$ cat config.mk
export PLATFORM = sky130hd
export DESIGN_NAME = clock_dial_move_planner
export DESIGN_NICKNAME = d
export VERILOG_FILES = /design/src/rtl/core/cdmp_pkg.sv /design/src/rtl/core/clock_dial_move_planner.sv /design/src/rtl/core/cdmp_front.sv /design/src/rtl/core/cdmp_plan_fifo.sv /design/src/rtl/core/cdmp_back.sv
export SDC_FILE = /design/constraint.sdc
export NUM_CORES = 1
export LEC_CHECK = 0
export ABC_CLOCK_PERIOD_IN_PS = 17100
export BUFFER_PORTS_ARGS = -buffer_cell sky130_fd_sc_hd__clkbuf_2
export CAP_MARGIN = 20
export CORE_ASPECT_RATIO = 1.2
export CORE_MARGIN = 1
export CORE_UTILIZATION = 40
export DETAILED_ROUTE_END_ITERATION = 8
export SYNTH_ARGS = -nofsm -noshare
export SYNTH_HDL_FRONTEND = slang
export SYNTH_SLANG_ARGS = --single-unit
$ cat constraint.sdc
create_clock -name clk -period 17.1 [get_ports clk]
set_clock_uncertainty 0.15 [all_clocks]
set_input_delay 2.565 -clock clk [delete_from_list [all_inputs] [get_ports clk]]
set_output_delay 2.565 -clock clk [all_outputs]
set_load 0.01 [all_outputs]
$ cat src/rtl/core/cdmp_pkg.sv
`timescale 1ns / 1ps

package cdmp_pkg;

    // dial geometry
    localparam int DIAL_STEPS    = 491520;
    localparam int MINS_PER_HOUR = 60;
    localparam int HALF_DAY_MINS = 720;
    localparam int NEAR_STEPS    = 1000;

    // field widths
    localparam int HOUR_W = 4;
    localparam int MIN_W  = 6;
    localparam int POS_W  = 19;

    // minutes, hour*60 + minute, 60..779
    localparam int TIME_W = 10;

    // target = time*DIAL_Q + (time*DIAL_R)/720
    localparam int DIAL_Q = DIAL_STEPS / HALF_DAY_MINS;
    localparam int DIAL_R = DIAL_STEPS % HALF_DAY_MINS;
    localparam int A_W    = TIME_W + $clog2(DIAL_Q + 1);
    localparam int N_W    = TIME_W + 10;

    // reciprocal of 720, good for N_W bit dividends with one correction
    localparam int REC_K  = N_W;
    localparam int REC_M  = (1 << REC_K) / HALF_DAY_MINS;
    localparam int REC_MW = $clog2(REC_M + 1);
    localparam int REC_PW = N_W + REC_MW;

    localparam int TGT_W  = $clog2(DIAL_STEPS + 1);
    localparam int RAW_W  = TGT_W + 1;
    localparam int BASE_W = (TGT_W > POS_W) ? TGT_W : POS_W;
    localparam int S_W    = BASE_W + 2;

    // plan codes
    localparam logic [1:0] PLAN_SINGLE   = 2'd0;
    localparam logic [1:0] PLAN_ROLL     = 2'd1;
    localparam logic [1:0] PLAN_CROSS_LO = 2'd2;
    localparam logic [1:0] PLAN_CROSS_HI = 2'd3;

    // command kinds
    localparam logic KIND_MOVE = 1'b0;
    localparam logic KIND_SET  = 1'b1;

    localparam int PLAN_DEPTH = 4;
    localparam int PLAN_PTR_W = $clog2(PLAN_DEPTH);

    typedef struct packed {
        logic [1:0]       code;
        logic             skip;
        logic [POS_W-1:0] tgt;
    } cdmp_plan_t;

    typedef struct packed {
        logic             kind;
        logic [POS_W-1:0] value;
        logic             last;
    } cdmp_cmd_t;

endpackage

$ cat src/rtl/core/clock_dial_move_planner.sv
`timescale 1ns / 1ps
// path: a request passes the seven front stages, the plan FIFO and the result buffer before its first command shows
// throughput: one request per cycle into the seven-stage planning pipeline while full
// is low; the command sequencer issues one command per cycle while its result buffer
// has room, and a request's plan holds one to three commands
// reset: asynchronous, clears all valid flags and queue counts; no clearing pass
module clock_dial_move_planner
(
    input  logic                        clk,
    input  logic                        rst_n,
    input  logic                        push,
    output logic                        full,
    input  logic [cdmp_pkg::HOUR_W-1:0] hour,
    input  logic [cdmp_pkg::MIN_W-1:0]  minute,
    input  logic [cdmp_pkg::POS_W-1:0]  current_position,
    output logic                        empty,
    input  logic                        pop,
    output logic                        kind,
    output logic [cdmp_pkg::POS_W-1:0]  value,
    output logic                        last
);

    logic                 fr_valid, fr_full;
    cdmp_pkg::cdmp_plan_t fr_plan;
    logic                 q_valid, q_pop;
    cdmp_pkg::cdmp_plan_t q_plan;

    cdmp_front u_front
    (
        .clk              (clk),
        .rst_n            (rst_n),
        .push             (push),
        .full             (full),
        .hour             (hour),
        .minute           (minute),
        .current_position (current_position),
        .plan_valid       (fr_valid),
        .plan             (fr_plan),
        .plan_full        (fr_full)
    );

    cdmp_plan_fifo u_plan_fifo
    (
        .clk      (clk),
        .rst_n    (rst_n),
        .wr_valid (fr_valid),
        .wr_data  (fr_plan),
        .full     (fr_full),
        .rd_valid (q_valid),
        .rd_data  (q_plan),
        .rd_pop   (q_pop)
    );

    cdmp_back u_back
    (
        .clk        (clk),
        .rst_n      (rst_n),
        .plan_valid (q_valid),
        .plan       (q_plan),
        .plan_pop   (q_pop),
        .empty      (empty),
        .pop        (pop),
        .kind       (kind),
        .value      (value),
        .last       (last)
    );

endmodule

$ cat src/rtl/core/cdmp_front.sv
`timescale 1ns / 1ps

module cdmp_front
(
    input  logic                        clk,
    input  logic                        rst_n,
    input  logic                        push,
    output logic                        full,
    input  logic [cdmp_pkg::HOUR_W-1:0] hour,
    input  logic [cdmp_pkg::MIN_W-1:0]  minute,
    input  logic [cdmp_pkg::POS_W-1:0]  current_position,
    output logic                        plan_valid,
    output cdmp_pkg::cdmp_plan_t        plan,
    input  logic                        plan_full
);

    localparam int POS_W  = cdmp_pkg::POS_W;
    localparam int TIME_W = cdmp_pkg::TIME_W;
    localparam int A_W    = cdmp_pkg::A_W;
    localparam int N_W    = cdmp_pkg::N_W;
    localparam int TGT_W  = cdmp_pkg::TGT_W;
    localparam int RAW_W  = cdmp_pkg::RAW_W;
    localparam int S_W    = cdmp_pkg::S_W;
    localparam int REC_PW = cdmp_pkg::REC_PW;
    localparam int HOUR_W = cdmp_pkg::HOUR_W;
    localparam int MIN_W  = cdmp_pkg::MIN_W;

    localparam logic signed [S_W-1:0] DIAL_S    = S_W'(cdmp_pkg::DIAL_STEPS);
    localparam logic signed [S_W-1:0] NEAR_LO_S = S_W'(cdmp_pkg::NEAR_STEPS);
    localparam logic signed [S_W-1:0] NEAR_HI_S =
        S_W'(cdmp_pkg::DIAL_STEPS - cdmp_pkg::NEAR_STEPS);
    localparam logic signed [S_W-1:0] HALF_S    = S_W'(cdmp_pkg::DIAL_STEPS / 2);

    // stage valids and load enables
    logic v1_reg, v2_reg, v3_reg, v4_reg, v5_reg, v6_reg, v7_reg;
    logic ld1, ld2, ld3, ld4, ld5, ld6, ld7;
    logic time_ok;

    // payload
    logic [TIME_W-1:0] m1_reg;
    logic [POS_W-1:0]  cur1_reg, cur2_reg, cur3_reg, cur4_reg, cur5_reg;
    logic [A_W-1:0]    a2_reg, a3_reg;
    logic [N_W-1:0]    n2_reg, n3_reg;
    logic [TIME_W-1:0] q3_reg;
    logic [RAW_W-1:0]  raw4_reg;
    logic [TGT_W-1:0]  tgt5_reg;

    logic signed [S_W-1:0] fwd6_reg, bwd6_reg;
    logic [POS_W-1:0]      tgt6_reg;
    logic gt6_reg, lt6_reg, edge12_6_reg, roll6_reg, cur0_6_reg, curd6_reg, lohalf6_reg;

    logic [TIME_W-1:0]     m1_next;
    logic [REC_PW-1:0]     rec_prod;
    logic [TIME_W-1:0]     q3_next;
    logic [N_W-1:0]        q720, rem4;
    logic [RAW_W-1:0]      raw4_next;
    logic [TGT_W-1:0]      tgt5_next;
    logic signed [S_W-1:0] ts, cs, fwd6_next, bwd6_next;
    logic                  tgt12, cur12, near12;
    logic                  fwd_dir, crosses;
    cdmp_pkg::cdmp_plan_t  plan_next;

    assign ld7 = !v7_reg || !plan_full;
    assign ld6 = !v6_reg || ld7;
    assign ld5 = !v5_reg || ld6;
    assign ld4 = !v4_reg || ld5;
    assign ld3 = !v3_reg || ld4;
    assign ld2 = !v2_reg || ld3;
    assign ld1 = !v1_reg || ld2;
    assign full = !ld1;

    assign time_ok = (hour >= HOUR_W'(1)) && (hour <= HOUR_W'(12))
                  && (minute <= MIN_W'(59));

    assign m1_next = TIME_W'(hour) * TIME_W'(cdmp_pkg::MINS_PER_HOUR) + TIME_W'(minute);

    // reciprocal estimate, low by at most one
    assign rec_prod = REC_PW'(n2_reg) * REC_PW'(cdmp_pkg::REC_M);
    assign q3_next  = rec_prod[cdmp_pkg::REC_K +: TIME_W];

    assign q720 = N_W'(q3_reg) * N_W'(cdmp_pkg::HALF_DAY_MINS);
    assign rem4 = n3_reg - q720;
    assign raw4_next = RAW_W'(a3_reg) + RAW_W'(q3_reg)
                     + RAW_W'(rem4 >= N_W'(cdmp_pkg::HALF_DAY_MINS));

    assign tgt5_next = (raw4_reg >= RAW_W'(cdmp_pkg::DIAL_STEPS))
                     ? TGT_W'(raw4_reg - RAW_W'(cdmp_pkg::DIAL_STEPS))
                     : TGT_W'(raw4_reg);

    assign ts = S_W'(tgt5_reg);
    assign cs = S_W'(cur5_reg);
    assign fwd6_next = (ts >= cs) ? (ts - cs) : (DIAL_S - cs + ts);
    assign bwd6_next = (cs >= ts) ? (cs - ts) : (cs + DIAL_S - ts);
    assign tgt12  = (ts == '0) || (ts == DIAL_S);
    assign cur12  = (cs == '0) || (cs == DIAL_S);
    assign near12 = (cs > NEAR_HI_S) || (cs < NEAR_LO_S);

    // direction and plan selection
    assign fwd_dir = fwd6_reg <= bwd6_reg;
    assign crosses = (gt6_reg && !fwd_dir) || (lt6_reg && fwd_dir);

    always_comb
    begin
        plan_next.tgt  = tgt6_reg;
        plan_next.code = cdmp_pkg::PLAN_SINGLE;
        plan_next.skip = 1'b0;
        priority if (edge12_6_reg)
        begin
            if (roll6_reg)
            begin
                plan_next.code = cdmp_pkg::PLAN_ROLL;
                plan_next.skip = curd6_reg;
            end
        end
        else if (crosses)
        begin
            if (lohalf6_reg)
            begin
                plan_next.code = cdmp_pkg::PLAN_CROSS_LO;
                plan_next.skip = cur0_6_reg;
            end
            else
            begin
                plan_next.code = cdmp_pkg::PLAN_CROSS_HI;
                plan_next.skip = curd6_reg;
            end
        end
        else
        begin
            plan_next.code = cdmp_pkg::PLAN_SINGLE;
        end
    end

    always_ff @(posedge clk or negedge rst_n)
    begin
        if (!rst_n)
        begin
            v1_reg <= 1'b0;
            v2_reg <= 1'b0;
            v3_reg <= 1'b0;
            v4_reg <= 1'b0;
            v5_reg <= 1'b0;
            v6_reg <= 1'b0;
            v7_reg <= 1'b0;
        end
        else
        begin
            // an invalid time is dropped on transfer
            if (ld1) v1_reg <= push && time_ok;
            if (ld2) v2_reg <= v1_reg;
            if (ld3) v3_reg <= v2_reg;
            if (ld4) v4_reg <= v3_reg;
            if (ld5) v5_reg <= v4_reg;
            if (ld6) v6_reg <= v5_reg;
            if (ld7) v7_reg <= v6_reg;
        end
    end

    always_ff @(posedge clk)
    begin
        if (ld1)
        begin
            m1_reg   <= m1_next;
            cur1_reg <= current_position;
        end
        if (ld2)
        begin
            a2_reg   <= A_W'(m1_reg) * A_W'(cdmp_pkg::DIAL_Q);
            n2_reg   <= N_W'(m1_reg) * N_W'(cdmp_pkg::DIAL_R);
            cur2_reg <= cur1_reg;
        end
        if (ld3)
        begin
            a3_reg   <= a2_reg;
            n3_reg   <= n2_reg;
            q3_reg   <= q3_next;
            cur3_reg <= cur2_reg;
        end
        if (ld4)
        begin
            raw4_reg <= raw4_next;
            cur4_reg <= cur3_reg;
        end
        if (ld5)
        begin
            tgt5_reg <= tgt5_next;
            cur5_reg <= cur4_reg;
        end
        if (ld6)
        begin
            fwd6_reg     <= fwd6_next;
            bwd6_reg     <= bwd6_next;
            tgt6_reg     <= POS_W'(tgt5_reg);
            gt6_reg      <= ts > cs;
            lt6_reg      <= ts < cs;
            edge12_6_reg <= (tgt12 || cur12) && near12;
            roll6_reg    <= (ts == '0) && (cs > NEAR_HI_S);
            cur0_6_reg   <= cs == '0;
            curd6_reg    <= cs == DIAL_S;
            lohalf6_reg  <= cs < HALF_S;
        end
        if (ld7)
        begin
            plan <= plan_next;
        end
    end

    assign plan_valid = v7_reg;

endmodule

$ cat src/rtl/core/cdmp_plan_fifo.sv
`timescale 1ns / 1ps

module cdmp_plan_fifo
(
    input  logic                 clk,
    input  logic                 rst_n,
    input  logic                 wr_valid,
    input  cdmp_pkg::cdmp_plan_t wr_data,
    output logic                 full,
    output logic                 rd_valid,
    output cdmp_pkg::cdmp_plan_t rd_data,
    input  logic                 rd_pop
);

    localparam int PTR_W = cdmp_pkg::PLAN_PTR_W;
    localparam int CNT_W = PTR_W + 1;

    cdmp_pkg::cdmp_plan_t mem [cdmp_pkg::PLAN_DEPTH];

    logic [PTR_W-1:0] wr_ptr_reg, rd_ptr_reg;
    logic [CNT_W-1:0] cnt_reg, cnt_next;
    logic             do_wr, do_rd;

    assign full     = cnt_reg == CNT_W'(cdmp_pkg::PLAN_DEPTH);
    assign rd_valid = cnt_reg != '0;
    assign rd_data  = mem[rd_ptr_reg];
    assign do_wr    = wr_valid && !full;
    assign do_rd    = rd_pop && rd_valid;
    assign cnt_next = cnt_reg + CNT_W'(do_wr) - CNT_W'(do_rd);

    always_ff @(posedge clk or negedge rst_n)
    begin
        if (!rst_n)
        begin
            wr_ptr_reg <= '0;
            rd_ptr_reg <= '0;
            cnt_reg    <= '0;
        end
        else
        begin
            if (do_wr) wr_ptr_reg <= wr_ptr_reg + PTR_W'(1);
            if (do_rd) rd_ptr_reg <= rd_ptr_reg + PTR_W'(1);
            cnt_reg <= cnt_next;
        end
    end

    always_ff @(posedge clk)
    begin
        if (do_wr)
        begin
            mem[wr_ptr_reg] <= wr_data;
        end
    end

endmodule

$ cat src/rtl/core/cdmp_back.sv
`timescale 1ns / 1ps

module cdmp_back
(
    input  logic                       clk,
    input  logic                       rst_n,
    input  logic                       plan_valid,
    input  cdmp_pkg::cdmp_plan_t       plan,
    output logic                       plan_pop,
    output logic                       empty,
    input  logic                       pop,
    output logic                       kind,
    output logic [cdmp_pkg::POS_W-1:0] value,
    output logic                       last
);

    localparam int POS_W = cdmp_pkg::POS_W;
    localparam logic [POS_W-1:0] VAL_DIAL = POS_W'(cdmp_pkg::DIAL_STEPS);
    localparam logic [POS_W-1:0] VAL_ZERO = '0;

    logic [1:0] off_reg, off_next, start, slot;
    cdmp_pkg::cdmp_cmd_t cmd;
    logic emit;

    // two-entry result buffer
    cdmp_pkg::cdmp_cmd_t ob_mem [2];
    logic       ob_wr_reg, ob_rd_reg;
    logic [1:0] ob_cnt_reg, ob_cnt_next;
    logic       ob_pop;

    assign start = (plan.code == cdmp_pkg::PLAN_SINGLE) ? 2'd2 : {1'b0, plan.skip};
    assign slot  = start + off_reg;

    always_comb
    begin
        cmd.kind  = cdmp_pkg::KIND_MOVE;
        cmd.value = plan.tgt;
        cmd.last  = 1'b1;
        unique case (plan.code)
            cdmp_pkg::PLAN_ROLL:
            begin
                if (slot == 2'd0)
                begin
                    cmd.value = VAL_DIAL;
                    cmd.last  = 1'b0;
                end
                else
                begin
                    cmd.kind  = cdmp_pkg::KIND_SET;
                    cmd.value = VAL_ZERO;
                end
            end
            cdmp_pkg::PLAN_CROSS_LO:
            begin
                if (slot == 2'd0)
                begin
                    cmd.value = VAL_ZERO;
                    cmd.last  = 1'b0;
                end
                else if (slot == 2'd1)
                begin
                    cmd.kind  = cdmp_pkg::KIND_SET;
                    cmd.value = VAL_DIAL;
                    cmd.last  = 1'b0;
                end
            end
            cdmp_pkg::PLAN_CROSS_HI:
            begin
                if (slot == 2'd0)
                begin
                    cmd.value = VAL_DIAL;
                    cmd.last  = 1'b0;
                end
                else if (slot == 2'd1)
                begin
                    cmd.kind  = cdmp_pkg::KIND_SET;
                    cmd.value = VAL_ZERO;
                    cmd.last  = 1'b0;
                end
            end
            default:
            begin
                cmd.last = 1'b1;
            end
        endcase
    end

    assign emit     = plan_valid && (ob_cnt_reg != 2'd2);
    assign plan_pop = emit && cmd.last;
    assign off_next = plan_pop ? 2'd0 : (emit ? off_reg + 2'd1 : off_reg);

    assign empty       = ob_cnt_reg == 2'd0;
    assign ob_pop      = pop && !empty;
    assign ob_cnt_next = ob_cnt_reg + 2'(emit) - 2'(ob_pop);

    assign kind  = ob_mem[ob_rd_reg].kind;
    assign value = ob_mem[ob_rd_reg].value;
    assign last  = ob_mem[ob_rd_reg].last;

    always_ff @(posedge clk or negedge rst_n)
    begin
        if (!rst_n)
        begin
            off_reg    <= 2'd0;
            ob_wr_reg  <= 1'b0;
            ob_rd_reg  <= 1'b0;
            ob_cnt_reg <= 2'd0;
        end
        else
        begin
            off_reg    <= off_next;
            ob_cnt_reg <= ob_cnt_next;
            if (emit)   ob_wr_reg <= !ob_wr_reg;
            if (ob_pop) ob_rd_reg <= !ob_rd_reg;
        end
    end

    always_ff @(posedge clk)
    begin
        if (emit)
        begin
            ob_mem[ob_wr_reg] <= cmd;
        end
    end

endmodule

==> summary.md <==
| Metric | Value |
|---|---|
| Outcome | completed |
| Root Buffer | clkbuf_16 |
| CTS resizes | 0 |
| Yosys Warn Count | 0 |
| Layout cells sized above 1 | 0.09810 |
| Clock tree buffer depth | 3 |
| I/O Buffers | 55 |
| CTS sink cnt | 456 |
| H-tree lvl count | 2 |
| Synth area leader | edfxtp_1 |
| Largest family of logic cells by synthesized area | adder cells |
| First-pass GRT wire length | between 80000 and 90000 µm |
| DRC viols | 0 |
| Max reg flops | between 80 and 90 |
| DRT Wirelength | about 51000 µm |
| TritonCTS Buffers | 48 |
| Hold Crit Class | reg2reg |
| Hpwl dp | 39800 µm |
| Crit path max fanout | 6 |
| Sequential-to-total area share from yosys stat | 0.5098 |
| Largest net degree at the start of global routing | 68 |
| Rel. slew slack | 0.3840 |
| Vias in the first global route | 16180 |
| Setup repair after global routing missed its margin | no |
| Synth area leaders | edfxtp_1 49%, ha_1 13%, fa_1 6.7% |
| # diodes | 0 |
| Tcrit/Tclk final | 0.4584 |
| Top reg by flops | u_plan_fifo.mem |
| Simple-Gate Fraction of Synth Area | 0.07254 |
| Critical path startpoint category | register |
| ANT nets after route | 0 |
| Initial Util | 0.4049 |
| Die Width | approximately 240 µm |
| WP data required | between 15 and 20 ns |
| Post-CTS Setup Bufs | 0 |
| Biggest regs | u_plan_fifo.mem (88), u_back.ob_mem (42), u_front.plan (22) |
| Final Critical Period | 7.838 ns |
| Top cell type's share of synthesized area | 0.4910 |
| Via count | about 16000 |
| Syn_nets | between 2000 and 2500 |
| Fin Setup TNS | 0 ns |
| Synth Area in XOR/XNOR | 0.04796 |
| Max Fclk | between 100 and 150 MHz |
| Yosys reg bits | between 400 and 500 |
| Max-slew violations | 0 |
| Initial antenna violation count | 1 |
| Mapped Area | between 20000 and 30000 µm² |
| Area delta synth->final | 10.72% |
| Die height | between 200 and 300 µm |
| Core footprint | about 66000 µm² |
| Most frequent cells in the layout | 436 x edfxtp_1, 280 x ha_1, 277 x inv_1, 94 x a21oi_1, 93 x xnor2_1 |
| CTS Hold Bufs | 0 |
| Leading cell type in the layout, fill and taps excluded | edfxtp_1 |
| Final setup violating endpoints | 0 |
| Number of synthesized flops with an enable pin | 436 |
| Fraction of registers with async set or reset after synthesis | 0.04386 |
| Fin nets | around 2600 |
| Max-cap check violation count | 0 |
| Critical-path cell with the highest stage delay | o311ai_1 |
| Post-route core utilization | 0.4483 |
| CTS tree | built |
| Routed length per placed instance | approximately 16 µm |
| Crit end category | register |
| Distinct cell type count after synthesis | between 80 and 90 |
| Max incr delay on CP | around 0.58 ns |
| Iter 0 DRT Violations | slightly above 700 |
| Die area | roughly 68000 µm² |
| Slew @ Worst Pin | 0.9221 ns |
| CP Data Arrival Time | between 8 and 9 ns |
| Syn_area_per_cell | roughly 13 µm² |
| Rows | a little over 100 |
| Routed vias/inst | approximately 5 |
| Post-Syn Instances | 2086 |
| Complex-gate fraction of the synthesized area | 0.08887 |
| Adder-cell share of the synthesized area | 0.1982 |
| Mux cell area share after synthesis | 0.03754 |
| Router iterations before antenna repair | 5 |
| GRT Total Usage | 0.1538 |
| Later-pin clock latency in the skew report | 0.59 ns |
| Crit Path Class | reg2reg |
| Top-Level Pins | 56 |
| Global placer's final weighted congestion | between 0.9 and 1 |
| Final hold violations | 0 |
| Gr ovfl total | 0 |
| Clk pin slew, worst setup/hold paths | about 0.060 ns |
| Most used DFF post-synth | edfxtp_1 |
[area by class of cell]
cell class / count / area, µm²
clock inverters: 32 / 270.3
flip-flops and latches: 456 / 13590
fillers: 5973 / 36330
multi-input cells: 1321 / 11880
well taps: 892 / 1116
clock buffers: 56 / 1231
repair buffers: 70 / 387.9
inverters: 277 / 1040
[path summary, 6_finish.rpt]
check | start | endpoint | slack, ns | depth (start not counted)
setup / recovery | u_front.q3_reg[1] | u_front.raw4_reg[15] | 9.26 | 31
hold / removal | u_front.tgt6_reg[5] | u_front.plan[5] | 0.26 | 0
setup reg to reg | u_front.q3_reg[1] | u_front.raw4_reg[15] | 9.26 | 31
hold reg to reg | u_front.tgt6_reg[5] | u_front.plan[5] | 0.26 | 0
max in group asynchronous | rst_n | u_front.v2_reg | 14.51 | 1
min in group asynchronous | rst_n | u_back.off_reg[1] | 1.85 | 1
[through the flow]
| step | instance area [µm²] | hold slack, ns | cells | setup WS [ns] |
|---|---|---|---|---|
| after detailed placement | 28020 | 0.2545 | 3016 | 9.334 |
| after global placement | 28020 | 0.2507 | 3016 | 9.663 |
| after floorplan | 26660 | 0.2503 | 2086 | 10.53 |
| after CTS | 29520 | 0.2687 | 3104 | 9.281 |
| final | 29520 | 0.2645 | 3104 | 9.262 |
| after global routing | 29520 | 0.2693 | 3104 | 8.828 |
[critical path: cells and delay by family, from the launching register on]
family	cells	cell delay, ns
adder cells (fa/ha/maj)	6	2.13
AND/OR/NAND/NOR	5	0.89
flip-flops	1	0.49
XOR/XNOR	3	0.56
AO/OA/AOI/OAI	15	3.25
buffers and inverters	2	0.10
[cell families after synthesis]
kind of cell	Yosys count
muxes	69
and+or+nand+nor	376
AOI/OAI and AO/OA	361
adders and majority gates	369
buffers and inverters	309
DFF	456
xor gates and xnor gates	146
[layer usage]
layer,share of wire,global-route usage,up-vias
met5,0.00026,0,-
met1,0.42,0.1807,7506
li1,-,-,7693
met3,0.034,0.02352,90
met4,0.034,0.05790,2
met2,0.52,0.2806,255
[synth_stat cells (4+ instances only)]
master	number
or3_1	8
nand3_1	33
a21oi_1	94
or2_2	9
o31ai_1	4
mux2i_1	22
o211ai_1	7
and4_1	5
xor2_1	53
nand2_1	84
o21bai_1	15
nor3_1	30
clkbuf_1	17
o21a_1	14
mux4_2	22
xnor2_1	93
nand2b_1	15
a31oi_1	19
ha_1	280
and3_1	18
a211oi_1	12
o2111ai_1	4
nor2b_1	36
a221o_1	4
edfxtp_1	436
o21ai_0	74
dfrtp_1	20
nand4_1	19
and2_1	10
nor4_1	11
buf_2	9
fa_1	89
o21ai_1	5
a21boi_0	9
a21o_1	52
mux2_2	24
nor2_1	77
inv_1	277
o41ai_1	4
Power is not shown: default switching activity piles up to over one toggle a cycle in this logic, so the estimate is an artifact.
